[src/design/lbwr_pkg.sv]
// ----------------------------------------------------------------------------
// lbwr_pkg
// Types and constants of the LSB-first bit window reader.
// ----------------------------------------------------------------------------
`timescale 1ns / 1ps

package lbwr_pkg;

    localparam int WIN_BITS      = 64;
    localparam int WIN_BYTES     = WIN_BITS / 8;
    localparam int VAL_W         = 24;
    localparam int MAX_READ_BITS = 25;

    typedef enum logic [1:0] {
        ACT_STORE  = 2'd0,
        ACT_START  = 2'd1,
        ACT_READ   = 2'd2,
        ACT_SETLEN = 2'd3
    } t_action;

    // Window update request for one cycle
    typedef struct packed {
        logic       clear;
        logic       shift;
        logic       place;
        logic [2:0] idx;
    } t_win_ctl;

endpackage

[src/design/lbwr_window.sv]
// ----------------------------------------------------------------------------
// lbwr_window
// 64-bit prefetch window: byte shift-in at the top, byte placement for the
// initial load, and LSB-first extraction at the current bit position.
// ----------------------------------------------------------------------------
`timescale 1ns / 1ps

module lbwr_window (
    input  logic                          i_clk,
    input  logic                          i_rst_n,
    input  lbwr_pkg::t_win_ctl            i_ctl,
    input  logic [7:0]                    i_byte,
    input  logic [6:0]                    i_bitpos,
    input  logic [4:0]                    i_nbits,
    output logic [lbwr_pkg::VAL_W-1:0]    o_bits
);

    logic [lbwr_pkg::WIN_BITS-1:0] r_window;
    logic [lbwr_pkg::WIN_BITS-1:0] n_window;
    logic [lbwr_pkg::WIN_BITS-1:0] w_shifted;
    logic [31:0]                   w_mask;

    always_comb begin
        n_window = r_window;
        if (i_ctl.clear) begin
            n_window = '0;
        end else if (i_ctl.shift) begin
            n_window = {i_byte, r_window[lbwr_pkg::WIN_BITS-1:8]};
        end else if (i_ctl.place) begin
            n_window[{i_ctl.idx, 3'b000} +: 8] = i_byte;
        end
    end

    always_ff @(posedge i_clk) begin
        if (!i_rst_n) begin
            r_window <= '0;
        end else begin
            r_window <= n_window;
        end
    end

    // Bits at or above bit 64 read as zero
    assign w_shifted = r_window >> i_bitpos[5:0];
    assign w_mask    = ~(32'hFFFF_FFFF << i_nbits);
    assign o_bits    = i_bitpos[6] ? '0
                     : (w_shifted[lbwr_pkg::VAL_W-1:0] & w_mask[lbwr_pkg::VAL_W-1:0]);

endmodule

[config.mk]
export PLATFORM = sky130hd
export DESIGN_NAME = lbwr_window
export DESIGN_NICKNAME = d
export VERILOG_FILES = /design/src/design/lbwr_pkg.sv /design/src/design/lbwr_window.sv
export SDC_FILE = /design/constraint.sdc
export NUM_CORES = 1
export LEC_CHECK = 0
export ABC_AREA = 1
export BUFFER_PORTS_ARGS = -buffer_cell sky130_fd_sc_hd__buf_4
export CAP_MARGIN = 30
export CORE_MARGIN = 8
export CORE_UTILIZATION = 35
export DETAILED_ROUTE_END_ITERATION = 10
export PLACE_DENSITY = 0.58
export RECOVER_POWER = 100
export SYNTH_ARGS = -nofsm -noshare
export SYNTH_HDL_FRONTEND = slang
export SYNTH_SLANG_ARGS = --single-unit
[constraint.sdc]
create_clock -name i_clk -period 1.98 [get_ports i_clk]
set_clock_uncertainty 0.15 [all_clocks]
set_input_delay 0.099 -clock i_clk [delete_from_list [all_inputs] [get_ports i_clk]]
set_output_delay 0.099 -clock i_clk [all_outputs]
set_load 0.1 [all_outputs]
==> results.sh <==
export IMPL_status="complete, but fails checks"
export IMPL_violations="setup timing"
export IMPL_ys_seq_area_share_pct=19.07
export IMPL_wl_per_cell_um=19.66
export IMPL_viasPerCell=6.035
export IMPL_antenna_found_initial=0
export IMPL_synth_top_family_by_area="simple AND/OR/NAND/NOR gates"
export IMPL_ios=52
export IMPL_clkTransAtPathRegs_ns=0.05
export IMPL_yosysWarnings=0
export IMPL_muxShareOfSynthArea_pct=0
export IMPL_holdPathStages=5
export IMPL_die_area_sq_um=23890
export IMPL_pre_cts_ws_ns=0.01234
export IMPL_synth_edf_count=0
export IMPL_drtIter0Drc=830
export IMPL_max_slew_worst_pin_slew_ns=0.5875
export IMPL_worstSkewPairLatency_ns=0.32
export IMPL_finalCritPeriodShare_pct=103.4
export IMPL_worst_setup_path_type="register to output pin"
export IMPL_worstHoldStart="i_ctl[3]"
export IMPL_whs_ns=0.08448
export IMPL_firstDrtPassIters=5
export IMPL_synth_cell_types=26
export IMPL_largest_register="r_window"
export IMPL_ant_nets=0
export IMPL_synth_top_area_share_pct=28.83
export IMPL_syn_num_nets=1232
export IMPL_vdd_drop_max_mv=0.5803
export IMPL_synth_avg_cell_area_sq_um=5.594
export IMPL_crit_cells=9
export IMPL_die_w_um=154.6
export IMPL_design_area_sq_um=11120
export IMPL_hold_viol=0
export IMPL_yosys_area_top_type="nand3_1"
export IMPL_startpoint_type="register"
export IMPL_wl_met3_um=1840
export IMPL_cts_buffers=9
export IMPL_synth_most_common_cell="nand2_1"
export IMPL_stdcell_count=1508
export IMPL_largest_reg_flops=64
export IMPL_cts_tree="yes"
export IMPL_grt_overflow_total=0
export IMPL_crit_top_cell="nand3_4"
export IMPL_drv_cap=0
export IMPL_maxSlewHeadroom_pct=60.69
export IMPL_timing_rr_start="r_window[39]"
export IMPL_cp_num_buf_inv=1
export IMPL_initial_core_util_pct=35.80
export IMPL_route_met2_wl_um=14580
export IMPL_drive_above_1_share_pct=53.85
export IMPL_report_final_slew_viol_count=0
export IMPL_core_sq_um=18770
export IMPL_wirelength_um=29640
export IMPL_htree_levels=3
export IMPL_yosys_area_share_adder_pct=0.5587
export IMPL_route_detailed_drc=0
export IMPL_critPathSlowestCell="dfxtp_4"
export IMPL_grt_max_degree=64
export IMPL_r2r_cells=3
export IMPL_portBuffers=51
export IMPL_num_rows=50
export IMPL_dpl_cell_count=1461
export IMPL_critPathCaptureType="output pin"
export IMPL_async_reset_ff_share_pct=0
export IMPL_powerDensity_nw_per_um2=471.1
export IMPL_synthCells=1201
export IMPL_ctsLongestPathBuffers=2
export IMPL_ys_top_cells_by_area="nand3_1 (29%), nand2_1 (22%), dfxtp_1 (19%)"
export IMPL_dpl_hpwl_um=19500
export IMPL_fmax_mhz=488.3
export IMPL_clock_sinks=64
export IMPL_rsz0062_at_grt="yes"
export IMPL_synth_compound_area_share_pct=12.23
export IMPL_ys_ff_latch=64
export IMPL_root_buffer="clkbuf_16"
export IMPL_antenna_cells=0
export IMPL_synth_xor_area_share_pct=0
export IMPL_fin_nets=1300
export IMPL_grt_pass1_wl_um=42640
export IMPL_routed_via_count=9101
export IMPL_period_needed_ns=2.048
export IMPL_ys_flop_type="dfxtp_1"
export IMPL_top_layer="met4"
export IMPL_crit_chain="nand2_4 -> nand3_4 -> nand3_4 -> nand3_2 -> nand2_2 -> nand2_2 -> nand3_4 -> a21oi_4 -> buf_12"
export IMPL_p_leak_nw=4.829
export IMPL_yosys_area_share_simple_pct=57.41
export IMPL_track_usage_pct=21.77
export IMPL_grt_pass1_vias=8275
export IMPL_reg_top3="r_window x64"
export IMPL_hold_class="input pin to register"
export IMPL_place_congestion=0.9245
export IMPL_die_h_um=154.6
export IMPL_fill_cells=1626
export IMPL_setup_viol=19
export IMPL_drt_met1_wl_um=11590
export IMPL_fin_ws_ns=-0.06801
export IMPL_synthToLayoutAreaGrowth_pct=65.49
export IMPL_cp_max_fo=4
export IMPL_netlist_area_sq_um=6719
export IMPL_place_area_sq_um=7684
export IMPL_cp_startpoint="r_window[35]"
export IMPL_p_total_mw=5.239
export IMPL_critical_path_max_stage_delay_ns=0.39
export IMPL_crit_family="simple AND/OR/NAND/NOR gates"
export IMPL_required_ns=1.73
export IMPL_arrival_ns=1.80
export IMPL_synth_common_cells="nand2_1 (397), nand3_1 (387), dfxtp_1 (64)"
## final timing paths
| check | to | slack (ns) |
|---|---|---|
| worst max-delay path | o_bits[22] | -0.07 |
| worst min-delay path | r_window[30] | 0.08 |
| worst max register to register | r_window[31] | 0.87 |
| worst min register to register | r_window[51] | 0.36 |
## worst reg2reg max path: stages (launching register included)
cell and delay [ns]:
dfxtp_2 0.34, buf_4 0.14, a22oi_1 0.23, a21oi_1 0.12
## cells by family (layout without fill, tap and decap cells)
group | Yosys count | count (layout)
AOI/OAI and AO/OA | 137 | 137
buffers and inverters | 145 | 218
and+or+nand+nor | 852 | 852
adders and majority gates | 3 | 3
DFF | 64 | 64
## routing by layer
layer  global-route usage, %  vias up
li1                        -     4266
met1                   26.96     4310
met2                   36.88      424
met3                   2.758      101
met4                   10.22        0
met5                       0        -
## through the flow
step	TNS (ns)	utilization, %
after floorplan	0	-
after global placement	0	40.94
after detailed placement	0	40.94
after CTS	-0.1302	50.10
after global routing	-1.993	59.25
final	-0.5557	59.25
## where the power goes
group	internal [mW]	switching [mW]	leakage, nW
Clock	1.22	0.549	0.169
Sequential	1.28	0.0653	0.565
Combinational	0.721	1.41	4.09
Total	3.22	2.02	4.83
## cells in the final DEF, fill, tap and decap left out, types with 3 or more instances in the layout
master         instances
clkbuf_2               3
nand2_2              116
o21ai_0               20
nor2_4                 4
nand3_2              236
a21oi_4               21
a21oi_1               44
clkinv_2               4
a31oi_1               20
inv_1                 59
inv_2                  7
dlygate4sd3_1          8
nand2_4               34
dfxtp_2               10
nor2_1                30
buf_12                33
bufinv_16              3
ha_1                   3
a22oi_1               28
nand2_1              247
nand3_1              117
clkbuf_16              9
buf_4                 87
dfxtp_4               53
clkbuf_1               3
nand3_4               59
## cell type report
type / count / area, sq um / share of cell area (%)
clock buffer: 9 / 225.2 / 2.025
inverter: 67 / 259.0 / 2.329
tap: 234 / 292.8 / 2.633
multi-input combinational: 992 / 7308 / 65.73
timing repair buffer: 135 / 1431 / 12.87
sequential: 64 / 1493 / 13.42
clock inverter: 7 / 110.1 / 0.9902
## repair_timing
action / in CTS / in global routing
hold buffers: 8 / 0
buffers inserted: 17 / 6
endpoints found under the hold margin: 8 / 0
pin swaps: 44 / 145
resized for setup: 332 / 379
setup endpoints to repair: 24 / 24
Power figures use the tool's default switching activity.
